File: config.mk
export PLATFORM = sky130hd
export DESIGN_NAME = keypad_scan_debounce_long_press
export DESIGN_NICKNAME = d
export VERILOG_FILES = /design/src/rtl/ksd_pkg.sv /design/src/rtl/ksd_front.sv /design/src/rtl/ksd_queue.sv /design/src/rtl/ksd_back.sv /design/src/rtl/keypad_scan_debounce_long_press.sv
export VERILOG_INCLUDE_DIRS = /design/src /design/src/rtl
export SDC_FILE = /design/constraint.sdc
export NUM_CORES = 1
export LEC_CHECK = 0
export BUFFER_PORTS_ARGS = -buffer_cell sky130_fd_sc_hd__buf_2
export CAP_MARGIN = 25
export CELL_PAD_IN_SITES_DETAIL_PLACEMENT = 1
export CELL_PAD_IN_SITES_GLOBAL_PLACEMENT = 2
export CORE_UTILIZATION = 35
export CTS_CLUSTER_DIAMETER = 80
export DETAILED_ROUTE_END_ITERATION = 10
export PLACE_DENSITY = 0.75
export SLEW_MARGIN = 20
export SYNTH_ARGS = -nofsm -noshare
export SYNTH_HDL_FRONTEND = slang
export SYNTH_SLANG_ARGS = --single-unit
File: constraint.sdc
create_clock -name clk -period 4.6 [get_ports clk]
set_clock_uncertainty 0.15 [all_clocks]
set_input_delay 0.92 -clock clk [delete_from_list [all_inputs] [get_ports clk]]
set_output_delay 0.92 -clock clk [all_outputs]
set_load 0.02 [all_outputs]
File: src/rtl/keypad_scan_debounce_long_press_assert.svh
// Assertion macros for the keypad scanner.
// Both expect clk and rst_n in scope; checks are off while reset is held.
`ifndef KEYPAD_SCAN_DEBOUNCE_LONG_PRESS_ASSERT_SVH
`define KEYPAD_SCAN_DEBOUNCE_LONG_PRESS_ASSERT_SVH

// Same-cycle implication
`define KSD_ASSERT_IMP(name, ante, cons) \
  name: assert property (@(posedge clk) disable iff (!rst_n) (ante) |-> (cons)) \
    else $error("keypad scanner check failed");

// Next-cycle implication
`define KSD_ASSERT_NXT(name, ante, cons) \
  name: assert property (@(posedge clk) disable iff (!rst_n) (ante) |=> (cons)) \
    else $error("keypad scanner check failed");

`endif

File: src/rtl/ksd_pkg.sv
package ksd_pkg;

  // Keypad geometry
  localparam int ROWS  = 4;
  localparam int COLS  = 4;
  localparam int KEYS  = ROWS * COLS;
  localparam int ROW_W = $clog2(ROWS);
  localparam int COL_W = $clog2(COLS);
  localparam int KEY_W = $clog2(KEYS);

  // Hold counters and thresholds
  localparam int CNT_W = 16;
  localparam logic [CNT_W-1:0] CNT_MAX     = {CNT_W{1'b1}};
  localparam logic [CNT_W-1:0] SHORT_RESET = 16'd3;
  localparam logic [CNT_W-1:0] LONG_RESET  = 16'd50;

  // Job queue between scan front and event back
  localparam int QDEPTH = 2;
  localparam int QPTR_W = $clog2(QDEPTH);
  localparam int QCNT_W = $clog2(QDEPTH + 1);

  // Configuration register indexes
  typedef enum logic [0:0] {
    CFG_SHORT_PRESS = 1'b0,
    CFG_LONG_PRESS  = 1'b1
  } ksd_cfg_idx_t;

  // Event kinds
  typedef enum logic {
    EV_SHORT = 1'b0,
    EV_LONG  = 1'b1
  } ksd_kind_t;

  // One tick's worth of events: key bits in row-major order, kind per row
  typedef struct packed {
    logic [KEYS-1:0] key_mask;
    logic [ROWS-1:0] long_rows;
  } ksd_job_t;

  // Job handoff with its valid flag
  typedef struct packed {
    logic     valid;
    ksd_job_t job;
  } ksd_jobv_t;

endpackage

File: src/rtl/ksd_front.sv
`include "keypad_scan_debounce_long_press_assert.svh"

module ksd_front (
  input  logic                          clk,
  input  logic                          rst_n,
  input  logic                          cfg_we,
  input  logic                          cfg_index,
  input  logic [ksd_pkg::CNT_W-1:0]     cfg_wdata,
  input  logic                          in_valid,
  output logic                          in_ready,
  input  logic [ksd_pkg::ROWS-1:0]      in_row_levels,
  input  logic [ksd_pkg::KEYS-1:0]      in_probe_levels,
  output ksd_pkg::ksd_jobv_t            push,
  input  logic                          push_ready
);
  import ksd_pkg::*;

  logic [CNT_W-1:0] short_r, long_r;
  logic [CNT_W-1:0] cnt_r   [ROWS];
  logic [CNT_W-1:0] cnt_nxt [ROWS];
  logic [CNT_W-1:0] cnt_inc [ROWS];
  logic [ROWS-1:0]  fire_short, fire_long;
  logic             accept;

  // A tick is taken whenever the queue can hold its job
  assign in_ready = push_ready;
  assign accept   = in_valid && push_ready;

  // Threshold registers
  always_ff @(posedge clk) begin
    if (!rst_n) begin
      short_r <= SHORT_RESET;
      long_r  <= LONG_RESET;
    end else if (cfg_we) begin
      if (cfg_index == CFG_SHORT_PRESS) short_r <= cfg_wdata;
      if (cfg_index == CFG_LONG_PRESS)  long_r  <= cfg_wdata;
    end
  end

  // Per-row hold counting and threshold match
  always_comb begin
    for (int r = 0; r < ROWS; r++) begin
      cnt_inc[r]    = cnt_r[r] + 1'b1;
      cnt_nxt[r]    = cnt_r[r];
      fire_short[r] = 1'b0;
      fire_long[r]  = 1'b0;
      if (accept) begin
        if (!in_row_levels[r]) begin
          // saturated counter holds and fires nothing
          if (cnt_r[r] != CNT_MAX) begin
            cnt_nxt[r] = cnt_inc[r];
            if (cnt_inc[r] == short_r) begin
              fire_short[r] = 1'b1;
            end else if (cnt_inc[r] == long_r) begin
              fire_long[r] = 1'b1;
            end
          end
        end else begin
          cnt_nxt[r] = '0;
        end
      end
    end
  end

  // Build the job: probed keys of every row that fired
  always_comb begin
    push.job.long_rows = fire_long;
    for (int r = 0; r < ROWS; r++) begin
      push.job.key_mask[r*COLS +: COLS] =
        (fire_short[r] || fire_long[r]) ? in_probe_levels[r*COLS +: COLS] : '0;
    end
    push.valid = accept && (|push.job.key_mask);
  end

  always_ff @(posedge clk) begin
    if (!rst_n) begin
      for (int r = 0; r < ROWS; r++) cnt_r[r] <= '0;
    end else begin
      for (int r = 0; r < ROWS; r++) cnt_r[r] <= cnt_nxt[r];
    end
  end

  // A released row starts over from zero
  `KSD_ASSERT_NXT(a_release_clears, accept && in_row_levels[0], cnt_r[0] == '0)

endmodule

File: src/rtl/ksd_queue.sv
`include "keypad_scan_debounce_long_press_assert.svh"

module ksd_queue (
  input  logic               clk,
  input  logic               rst_n,
  input  ksd_pkg::ksd_jobv_t push,
  output logic               push_ready,
  output ksd_pkg::ksd_jobv_t head,
  input  logic               pop
);
  import ksd_pkg::*;

  ksd_job_t          mem_r [QDEPTH];
  logic [QPTR_W-1:0] wr_ptr_r, rd_ptr_r;
  logic [QCNT_W-1:0] cnt_r;
  logic              do_push, do_pop;

  assign push_ready = (cnt_r != QCNT_W'(QDEPTH));
  assign head.valid = (cnt_r != '0);
  assign head.job   = mem_r[rd_ptr_r];
  assign do_push    = push.valid && push_ready;
  assign do_pop     = pop && head.valid;

  // Job storage
  always_ff @(posedge clk) begin
    if (do_push) mem_r[wr_ptr_r] <= push.job;
  end

  // Pointers and fill count
  always_ff @(posedge clk) begin
    if (!rst_n) begin
      wr_ptr_r <= '0;
      rd_ptr_r <= '0;
      cnt_r    <= '0;
    end else begin
      if (do_push) wr_ptr_r <= wr_ptr_r + 1'b1;
      if (do_pop)  rd_ptr_r <= rd_ptr_r + 1'b1;
      if (do_push && !do_pop)      cnt_r <= cnt_r + 1'b1;
      else if (do_pop && !do_push) cnt_r <= cnt_r - 1'b1;
    end
  end

  `KSD_ASSERT_IMP(a_no_overflow, push.valid, push_ready)
  `KSD_ASSERT_IMP(a_cnt_bound, 1'b1, cnt_r <= QCNT_W'(QDEPTH))

endmodule

File: src/rtl/ksd_back.sv
`include "keypad_scan_debounce_long_press_assert.svh"

module ksd_back (
  input  logic                      clk,
  input  logic                      rst_n,
  input  ksd_pkg::ksd_jobv_t        head,
  output logic                      pop,
  output logic                      out_valid,
  input  logic                      out_ready,
  output logic                      out_event_kind,
  output logic [ksd_pkg::ROW_W-1:0] out_key_row,
  output logic [ksd_pkg::COL_W-1:0] out_key_col,
  output logic                      out_last_event
);
  import ksd_pkg::*;

  logic            cur_valid_r;
  logic [KEYS-1:0] cur_mask_r;
  logic [ROWS-1:0] cur_long_r;
  logic            out_valid_r, out_kind_r, out_last_r;
  logic [ROW_W-1:0] out_row_r;
  logic [COL_W-1:0] out_col_r;

  logic [KEYS-1:0]  low_bit, rest_mask;
  logic [KEY_W-1:0] key_idx;
  logic [ROW_W-1:0] sel_row;
  logic             out_free, emit, last;

  // Lowest pending key goes first: row order, then column order
  assign low_bit   = cur_mask_r & (~cur_mask_r + 1'b1);
  assign rest_mask = cur_mask_r & ~low_bit;
  assign last      = (rest_mask == '0);

  always_comb begin
    key_idx = '0;
    for (int k = 0; k < KEYS; k++) begin
      if (low_bit[k]) key_idx = KEY_W'(k);
    end
  end

  assign sel_row  = key_idx[KEY_W-1:COL_W];
  assign out_free = !out_valid_r || out_ready;
  assign emit     = cur_valid_r && out_free;
  assign pop      = head.valid && (!cur_valid_r || (emit && last));

  // Working job register
  always_ff @(posedge clk) begin
    if (!rst_n) begin
      cur_valid_r <= 1'b0;
    end else if (pop) begin
      cur_valid_r <= 1'b1;
    end else if (emit && last) begin
      cur_valid_r <= 1'b0;
    end
  end

  always_ff @(posedge clk) begin
    if (pop) begin
      cur_mask_r <= head.job.key_mask;
      cur_long_r <= head.job.long_rows;
    end else if (emit) begin
      cur_mask_r <= rest_mask;
    end
  end

  // Output register
  always_ff @(posedge clk) begin
    if (!rst_n) begin
      out_valid_r <= 1'b0;
    end else if (emit) begin
      out_valid_r <= 1'b1;
    end else if (out_ready) begin
      out_valid_r <= 1'b0;
    end
  end

  always_ff @(posedge clk) begin
    if (emit) begin
      out_kind_r <= cur_long_r[sel_row] ? EV_LONG : EV_SHORT;
      out_row_r  <= sel_row;
      out_col_r  <= key_idx[COL_W-1:0];
      out_last_r <= last;
    end
  end

  assign out_valid      = out_valid_r;
  assign out_event_kind = out_kind_r;
  assign out_key_row    = out_row_r;
  assign out_key_col    = out_col_r;
  assign out_last_event = out_last_r;

  // A live job always has a key left to send
  `KSD_ASSERT_IMP(a_job_nonempty, cur_valid_r, cur_mask_r != '0)
  // Finishing a job with nothing queued leaves the back end idle
  `KSD_ASSERT_NXT(a_idle_after_last, emit && last && !head.valid, !cur_valid_r)

endmodule

File: src/rtl/keypad_scan_debounce_long_press.sv
// A tick's job passes through the job queue and the working job register to the output register.
// Event beats leave at one per cycle while out_ready is high; a tick's events go out in turn.
// Scan ticks are taken every cycle while the two-entry job queue has room.
// Reset (rst_n low, synchronous): hold counters cleared, thresholds back to 3 and 50,
// queue and output emptied.
module keypad_scan_debounce_long_press (
  input  logic                      clk,
  input  logic                      rst_n,
  input  logic                      cfg_we,
  input  logic                      cfg_index,
  input  logic [ksd_pkg::CNT_W-1:0] cfg_wdata,
  input  logic                      in_valid,
  output logic                      in_ready,
  input  logic [ksd_pkg::ROWS-1:0]  in_row_levels,
  input  logic [ksd_pkg::KEYS-1:0]  in_probe_levels,
  output logic                      out_valid,
  input  logic                      out_ready,
  output logic                      out_event_kind,
  output logic [ksd_pkg::ROW_W-1:0] out_key_row,
  output logic [ksd_pkg::COL_W-1:0] out_key_col,
  output logic                      out_last_event
);
  import ksd_pkg::*;

  ksd_jobv_t push, head;
  logic      push_ready, pop;

  // Scan front: counters, thresholds, job build
  ksd_front u_front (
    .clk             (clk),
    .rst_n           (rst_n),
    .cfg_we          (cfg_we),
    .cfg_index       (cfg_index),
    .cfg_wdata       (cfg_wdata),
    .in_valid        (in_valid),
    .in_ready        (in_ready),
    .in_row_levels   (in_row_levels),
    .in_probe_levels (in_probe_levels),
    .push            (push),
    .push_ready      (push_ready)
  );

  // Job queue
  ksd_queue u_queue (
    .clk        (clk),
    .rst_n      (rst_n),
    .push       (push),
    .push_ready (push_ready),
    .head       (head),
    .pop        (pop)
  );

  // Event serializer
  ksd_back u_back (
    .clk            (clk),
    .rst_n          (rst_n),
    .head           (head),
    .pop            (pop),
    .out_valid      (out_valid),
    .out_ready      (out_ready),
    .out_event_kind (out_event_kind),
    .out_key_row    (out_key_row),
    .out_key_col    (out_key_col),
    .out_last_event (out_last_event)
  );

endmodule

# --- After elaboration in Yosys (flattened, before gate mapping) ---
# Memory sizes are Yosys's and may differ from the RTL's. A register that Yosys moved wholly into a read port is not among the register bits.
# Cells that the tools add are included.
totals:
  output_inout_bits: 8
  latch_bits: 0
  elab_cells: 165
  mem_bits_rw: 104
  n_memories: 2
  rom_bits: 0
  input_bits: 42
  reg_bits: 64
memory_table:
  columns: ["name", "depth", "width", "rd", "rd_ports_with_merged_regs", "write_ports", "line", "text"]
  rows:
  - ["u_front.cnt_r", 4, 16, 4, 0, 4, "ksd_front.sv:19", "logic [CNT_W-1:0] cnt_r [ROWS];"]
  - ["u_queue.mem_r", 2, 20, 1, 1, 1, "ksd_queue.sv:13", "ksd_job_t mem_r [QDEPTH];"]
op_classes:
  order_cmp: 1
  reduce_logical: 29
  mux: 88
  n_addsub: 9
  shifts: 0
  n_mul: 0
  n_div: 0
  n_bitwise: 9
  eq_ne: 13
ops:
  columns: ["operator", "count"]
  rows:
  - ["16-bit 2-to-1 mux", 18]
  - ["16-bit equality test", 8]
  - ["16-bit by 1-bit adder with 16-bit output, second input constant", 5]
  - ["16-bit inequality test, second input constant", 4]
  - ["1-bit 2-to-1 mux", 49]
  - ["4-bit 2-to-1 mux", 12]
  - ["16-bit bitwise AND", 2]
  - ["16-bit inverter", 2]
  - ["16-bit zero test", 1]
  - ["16-bit OR reduction", 1]
  - ["3-bit 2-to-1 mux", 4]
  - ["2-bit nonzero test", 5]
  - ["1-bit logical AND", 9]
  - ["2-bit 2-to-1 mux", 4]
  - ["1-bit logical OR", 6]
  - ["1-bit zero test", 4]
  - ["1-bit OR", 4]
  - ["2-bit AND reduction", 2]
  - ["2-bit by 3-bit less-than comparator with 1-bit output, second input constant", 1]
  - ["1-bit adder, second input constant", 2]
  - ["2-bit by 1-bit adder with 2-bit output, second input constant", 1]
  - ["1-bit binary-select mux with 2-bit select", 1]
  - ["2-bit inequality test, second input constant", 1]
  - ["2-bit OR reduction", 1]
  - ["other kinds (2)", 2]

# --- Logic depth before layout (Yosys ltp) ---
# Gate-level depths: netlist of the first run.
logic_depth:
  word_depth: 21
  depth_mapped: 16

# --- By module ---
# A second synthesis of the first run with hierarchy kept.
hier_totals:
  hier_cells: 1446
  hier_area_um2: 12029.0
modules_own_cells:
  columns: ["module", "cells_per_inst", "area_per_inst_um2", "instances", "seq_area_each_um2"]
  rows:
  - ["ksd_front", 1165, 8366.8, 1, 1921.8]
  - ["ksd_back", 195, 1983.2, 1, 820.8]
  - ["ksd_queue", 86, 1679.1, 1, 1301.2]

# --- Least setup slack after synthesis of the first run ---
# No wires, ideal clock.
synth_timing:
  path_type: "reg2reg"
  from: "memory u_front.cnt_r[1][1]"
  to: "register u_queue.cnt_r[1]"
  t_required_ps: 4380
  stages_incl_launch_ff: 15
  path_slack_ps: 348
  t_arrival_ps: 4032
  path_cell_list: "dfxtp_1 > ha_1 > buf_2 > nand3_1 > nor4_2 > mux2_2 > a31oi_1 > nand4_1 > nor4_1 > mux2i_1 > a2bb2o_4 > or2_1 > ha_1 > or3_1 > a21oi_1"
synth_lines:
  columns: ["element", "line", "text"]
  rows:
  - ["start: declaration", "ksd_front.sv:19", null]
  - ["end signal: assignment", "ksd_queue.sv:38", "if (do_push && !do_pop) cnt_r <= cnt_r + 1'b1;"]
  - ["end signal: assignment", "ksd_queue.sv:39", "else if (do_pop && !do_push) cnt_r <= cnt_r - 1'b1;"]
  - ["end: declaration", "ksd_queue.sv:15", "logic [QCNT_W-1:0] cnt_r;"]

==> qor.yml, run 1 <==
holdBufCountCts: 0
numCtsBuffers: 17
synth-seq-cells: 169
netlist_top_cells_area: "dfxtp_1 (18%), edfxtp_1 (17%), xnor2_1 (7.9%), a21oi_1 (5.3%), nand2_1 (4.1%)"
max-vdd-ir-drop_mv: 0.284
ys.flop_type: "dfxtp_1"
insertion_delay_ns: 0.46
cts-root-buf: "clkbuf_16"
start_util: 0.356
fillers: 3869
cpMostUsedCell: "or4_4"
syn_area_um2: 11600
place.detailed.hpwl_um: 32300
crit_arrival_ns: 4.55
die_x_um: 184
drt_pass1_iterations: 5
critical_path.slowest_cell: "or4_4"
synth_top_area_cell: "dfxtp_1"
maxCapViolations: 0
setup_viol: 0
grt_pass1_wl_um: 65700
rows: 66
slew_violations: 0
critPathMaxStageDelay_ns: 0.62
critPathLaunchType: "flip-flop"
wire_per_inst_um: 22.3
core-area_um2: 32600
fin_cells: 1918
async_reset_ff_frac: 0
yosys_warnings: 0
cp-end-kind: "flip-flop"
clk_pin_slew_worst_paths_ns: 0.07
synth.most_common_cell: "nand2_1"
post_cts_buffers: 0
dieArea_um2: 33900
path_class: "flip-flop to flip-flop"
avgSynthCellArea_um2: 8.21
hold_class: "flip-flop to flip-flop"
yosysUniqueCellTypes: 89
cp-startpoint: "u_front.cnt_r[0][9]"
hp-start: "u_back.cur_valid_r"
cts_resized: 0
p_per_area_nw_per_um2: 366
hold_violations: 0
antenna_left: 0
route.detailed.drc: 0
avgViaCountPerCell: 5.66
post-route-period-util: 0.943
reg2reg_from: "u_front.cnt_r[0][9]"
grt-ovfl-total: 0
status: "completed"
grt_usage: 0.259
finalWeightedCongestion: 0.920
slew_headroom: 0.301
synth_common_cells: "nand2_1 (126), nor2_1 (124), a21oi_1 (123)"
crit_chain: "nand4_2 -> or4_4 -> xor2_1 -> a221oi_2 -> nand3_1 -> or4_4 -> mux2i_4 -> a2bb2o_4 -> or2_1 -> ha_1 -> or3_1 -> a21oi_1"
drt_iter0_markers: 696
finalNetCount: 1510
grt_max_degree: 63
clockBufferDepth: 2
area_delta_synth_final_pct: 15.1
drive_gt1_frac: 0.170
cts_tree: "yes"
first_global_vias: 11000
wl_um: 42800
synth-edff-count: 66
diodes: 0
rsz0062_at_grt: "no"
syn-num-nets: 1463
pin_count: 50
antenna_found_initial: 0
syn_inst: 1416
dp_cells: 1886
max_clock_freq_mhz: 230
rrSetupSlack_ns: 0.26
worstMarginPinSlew_ns: 1.04
fin_crit_ns: 4.34
worstPathMaxFanout: 11
synth_top_area_frac: 0.177
die_h_um: 184
yosysSeqAreaShare: 0.348
clock-sinks: 169
route.vias.total: 10900
fin_setup_tns_ns: 0
h-tree-depth: 4
p_leak_nw: 4.80
required_ns: 4.81
port_buffers: 49
-- worst max-delay path: cells and delay by family (launching register included) --
kind | cells | cell delay (ns)
AO/OA/AOI/OAI | 3 | 0.67
AND/OR/NAND/NOR | 6 | 2.12
adder cells (fa/ha/maj) | 1 | 0.32
XOR/XNOR | 1 | 0.18
multiplexers | 1 | 0.23
flip-flops | 1 | 0.59
-- cells in the final DEF (no fill, tap or decap), types with 9 or more instances in the layout --
master	instances
or3_1	16
nor4_1	16
a21o_1	14
a311oi_1	9
nand2b_1	18
o21ai_1	17
mux2i_1	23
nor4_2	10
nor3_1	32
xor2_1	50
nand3_1	58
xnor2_1	105
nand4_1	24
buf_2	49
o21ai_0	68
nor3b_1	9
nor2_1	124
inv_1	31
nor2b_1	15
clkbuf_16	19
a21oi_1	123
o211ai_1	9
buf_4	108
nand3b_1	22
nand2_1	126
a31oi_1	13
and3_1	17
dfxtp_1	101
edfxtp_1	66
and2_1	17
-- where the power goes --
group	leakage, nW	internal (mW)	total (mW)	switching (mW)
logic	2.99	0.473	1.25	0.775
registers	1.49	1.81	2.04	0.227
clock network	0.321	0.936	1.60	0.667
total	4.80	3.22	4.89	1.67
-- metal layers --
layer  global-route usage  wire [µm]
met2                0.428      20000
met4               0.0913       1160
met5                    0          0
met3               0.0449       2180
met1                0.338      19500
-- metrics by stage --
stage | hold WS (ns) | setup slack, ns | util | cell area (µm²) | total power, mW
final | 0.324 | 0.261 | 0.410 | 13400 | 4.89
after floorplan | 0.293 | 0.348 | - | 11600 | 2.85
after CTS | 0.331 | 0.0860 | 0.410 | 13400 | 4.94
after global routing | 0.374 | 0.0201 | 0.410 | 13400 | 5.16
after detailed placement | 0.321 | 0.102 | 0.389 | 12700 | 3.32
after global placement | 0.310 | 0.219 | 0.389 | 12700 | 3.28
-- cells by family after synthesis --
| logic type | count (synthesis) | synth area share |
|---|---|---|
| simple gates | 555 | 0.259 |
| compound gates | 332 | 0.179 |
| flops | 169 | 0.348 |
| buf+inv | 164 | 0.0583 |
| xor+xnor | 155 | 0.117 |
| mux | 33 | 0.0307 |
| fa+ha+maj | 8 | 0.00797 |
-- path summary, 6_finish.rpt --
path | to | cells after the start
worst min-delay path | u_back.out_valid | 2
worst min register to register | u_back.out_valid | 2
worst max-delay path | u_queue.cnt_r[1] | 12
worst max register to register | u_queue.cnt_r[1] | 12
-- flip-flops by register name, indices dropped and copies added, names as in the netlist, named ones only --
register               cells
u_queue.cnt_r              2
u_back.out_event_kind      1
u_queue.mem_r             40
u_queue.wr_ptr_r           1
u_back.cur_long_r          4
u_back.out_last_event      1
u_back.out_key_col         2
u_back.out_key_row         2
u_front.cnt_r             64
u_front.short_r           16
u_queue.rd_ptr_r           1
u_back.cur_valid_r         1
u_front.long_r            16
u_back.out_valid           1
u_back.cur_mask_r         16
-- layout make-up --
type	instances	area, µm²	area share
multi-input cells	1083	6910	0.517
inverters	34	129	0.00964
clock inverters	12	175	0.0131
well taps	442	553	0.0414
repair buffers	158	1080	0.0805
flip-flops and latches	169	4050	0.303
clock buffers	20	479	0.0358
Note: power is estimated with default switching activity, not from simulation.
==> inputs of run 2 (changes only) <==
CORE_ASPECT_RATIO = 1.1   (was default)
PLACE_DENSITY = default   (was 0.75)
PLACE_DENSITY_LB_ADDON = 0.1   (was default)
==> run 2 against run 1 <==
Net effect: wire length fell by 0.82%; total power fell by 2.4%; register-to-register slack got worse by 0.04 ns; worst setup slack got worse by 0.042 ns; critical endpoint unchanged; hold slack improved by 0.0041 ns; largest cell class unchanged; clock power fell by 9%; combinational power rose by 5%; sequential power barely moved; sequential cell count did not move.
==> qor.yml, run 2 (same netlist as run 1, synthesis figures left out) <==
antenna_left: 0  # unchanged
post-route-period-util: 0.952  # +0.00907
die_x_um: 176  # -4.6%
slew_violations: 0  # unchanged
path_class: "flip-flop to flip-flop"
h-tree-depth: 4  # unchanged
start_util: 0.358  # +0.00173
finalNetCount: 1498  # -0.79%
grtUsageMet1: 0.339  # +0.000784
final_cell_mix: "nand2_1 (126), nor2_1 (124), a21oi_1 (123), xnor2_1 (105), dfxtp_1 (102)"
reg2reg_depth: 12  # unchanged
drive_gt1_frac: 0.163  # -0.00749
route.vias.total: 10600  # -2.2%
insertion_delay_ns: 0.45  # about the same
dp_cells: 1858  # -1.5%
p_leak_nw: 4.70  # -2.2%
largest_register_ffs: 64  # unchanged
drt_pass1_iterations: 5  # unchanged
fin_cells: 1891  # -1.4%
cp-end-kind: "flip-flop"
critPathBufInv: 0  # unchanged
crit_family: "simple AND/OR/NAND/NOR gates"
max_clock_freq_mhz: 228  # -0.95%
total_power_mw: 4.77  # -2.4%
clock-sinks: 169  # unchanged
required_ns: 4.82  # about the same
critical_path.slowest_cell: "or4_4"
crit_chain: "nand4_2 -> or4_4 -> xor2_1 -> a221oi_2 -> nand3_1 -> or4_4 -> mux2i_4 -> a2bb2o_4 -> or2_1 -> ha_1 -> or3_1 -> a21oi_1"
critPathMaxStageDelay_ns: 0.62  # about the same
avgViaCountPerCell: 5.62  # -0.77%
fin_crit_ns: 4.38  # +0.0417 ns
top_regs: "u_front.cnt_r (64), u_queue.mem_r (40)"
grt_max_degree: 55  # -13%
core-area_um2: 32500  # -0.48%
hold_violations: 0  # unchanged
die_h_um: 193  # +4.8%
grt-ovfl-total: 0  # unchanged
critPathLaunchType: "flip-flop"
utilization: 0.406  # -0.00367
maxCapViolations: 0  # unchanged
max-vdd-ir-drop_mv: 0.258  # -9.4%
clockBufferDepth: 2  # unchanged
place.detailed.hpwl_um: 32000  # -1.2%
largest-register: "u_front.cnt_r"
grt_usage: 0.255  # -0.00359
clk_pin_slew_worst_paths_ns: 0.07  # about the same
area_delta_synth_final_pct: 13.5
rows: 69  # +4.5%
antenna_found_initial: 1  # +1
worstPathMaxFanout: 11  # unchanged
crit_arrival_ns: 4.61  # +0.06 ns
cpMostUsedCell: "or4_4"
mostFrequentLayoutCell: "nand2_1"
hold_path_depth: 2  # unchanged
numCtsBuffers: 17  # unchanged
pin_count: 50  # unchanged
hold_class: "flip-flop to flip-flop"
use_met3: 0.0280  # -0.0168
first_global_vias: 10500  # -3.9%
port_buffers: 49  # unchanged
grt.busiest_layer: "met2"
slew_headroom: 0.298  # -0.00208
status: "completed"
route.detailed.drc: 0  # unchanged
drt_iter0_markers: 705  # +1.3%
cp.depth: 12  # unchanged
grtUsageMet2: 0.435  # +0.00675
holdBufCountCts: 0  # unchanged
finalWeightedCongestion: 0.872  # -5.2%
dieArea_um2: 33900  # about the same
fin_setup_tns_ns: 0  # unchanged
worstMarginPinSlew_ns: 1.05  # +0.00310 ns
wl_um: 42400  # -0.82%
cts-root-buf: "clkbuf_16"
p_per_area_nw_per_um2: 362  # -1.1%
grt_pass1_wl_um: 64800  # -1.2%
wire_per_inst_um: 22.4  # +0.59%
cts_tree: "yes"
rsz0062_at_grt: "no"
setup_viol: 0  # unchanged
## run 2: cell types whose count changed in the layout (fill, tap and decap cells not counted), moves of 2 or more
cell and delta:
buf_4 -11, bufinv_16 -3, clkbuf_16 -2, clkinv_8 +3
## run 2: power breakdown
| group | internal [mW] | switching, mW | total [mW] |
|---|---|---|---|
| Clock | 0.724 | 0.726 | 1.45 |
| Sequential | 1.81 | 0.203 | 2.01 |
| Combinational | 0.495 | 0.813 | 1.31 |
| Total | 3.03 | 1.74 | 4.77 |
## run 2: layout make-up
| class | instances | area [µm²] |
|---|---|---|
| Timing Repair Buffer | 146 | 973 |
| Sequential cell | 169 | 4050 |
| Tap cell | 426 | 533 |
| Inverter | 34 | 129 |
| Multi-Input combinational cell | 1083 | 6920 |
| Clock buffer | 17 | 425 |
| Antenna cell | 1 | 2.50 |
| Fill cell | 3942 | 19300 |
| Clock inverter | 15 | 159 |
## run 2: metrics by stage
| step | hold WS [ns] | setup WS (ns) | area [µm²] |
|---|---|---|---|
| after global placement | 0.306 | 0.199 | 12600 |
| final | 0.328 | 0.219 | 13200 |
| after CTS | 0.331 | 0.153 | 13200 |
| after global routing | 0.366 | 0.0397 | 13200 |
| after floorplan | 0.293 | 0.348 | 11600 |
| after detailed placement | 0.321 | 0.195 | 12600 |
## run 2: tightest hold or removal path, cell delays in order (launching register included)
cell	delay, ns
dfxtp_1	0.31
inv_1	0.07
a21oi_1	0.06
## run 2: final timing paths
check | startpoint | endpoint | slack (ns)
min | u_back.cur_valid_r | u_back.out_valid | 0.33
min reg2reg | u_back.cur_valid_r | u_back.out_valid | 0.33
max reg2reg | u_front.cnt_r[0][9] | u_queue.cnt_r[1] | 0.22
max | u_front.cnt_r[0][9] | u_queue.cnt_r[1] | 0.22
## run 2: per-layer routing
layer	up-vias	wire, µm
met2	186	20400
met1	5259	19900
met4	2	873
met5	-	9
met3	50	1230
li1	5131	-
## run 2: what timing repair did
action                     CTS  global route
setup endpoints to repair    0             1
resized for setup            0             4
buffers inserted             0             0
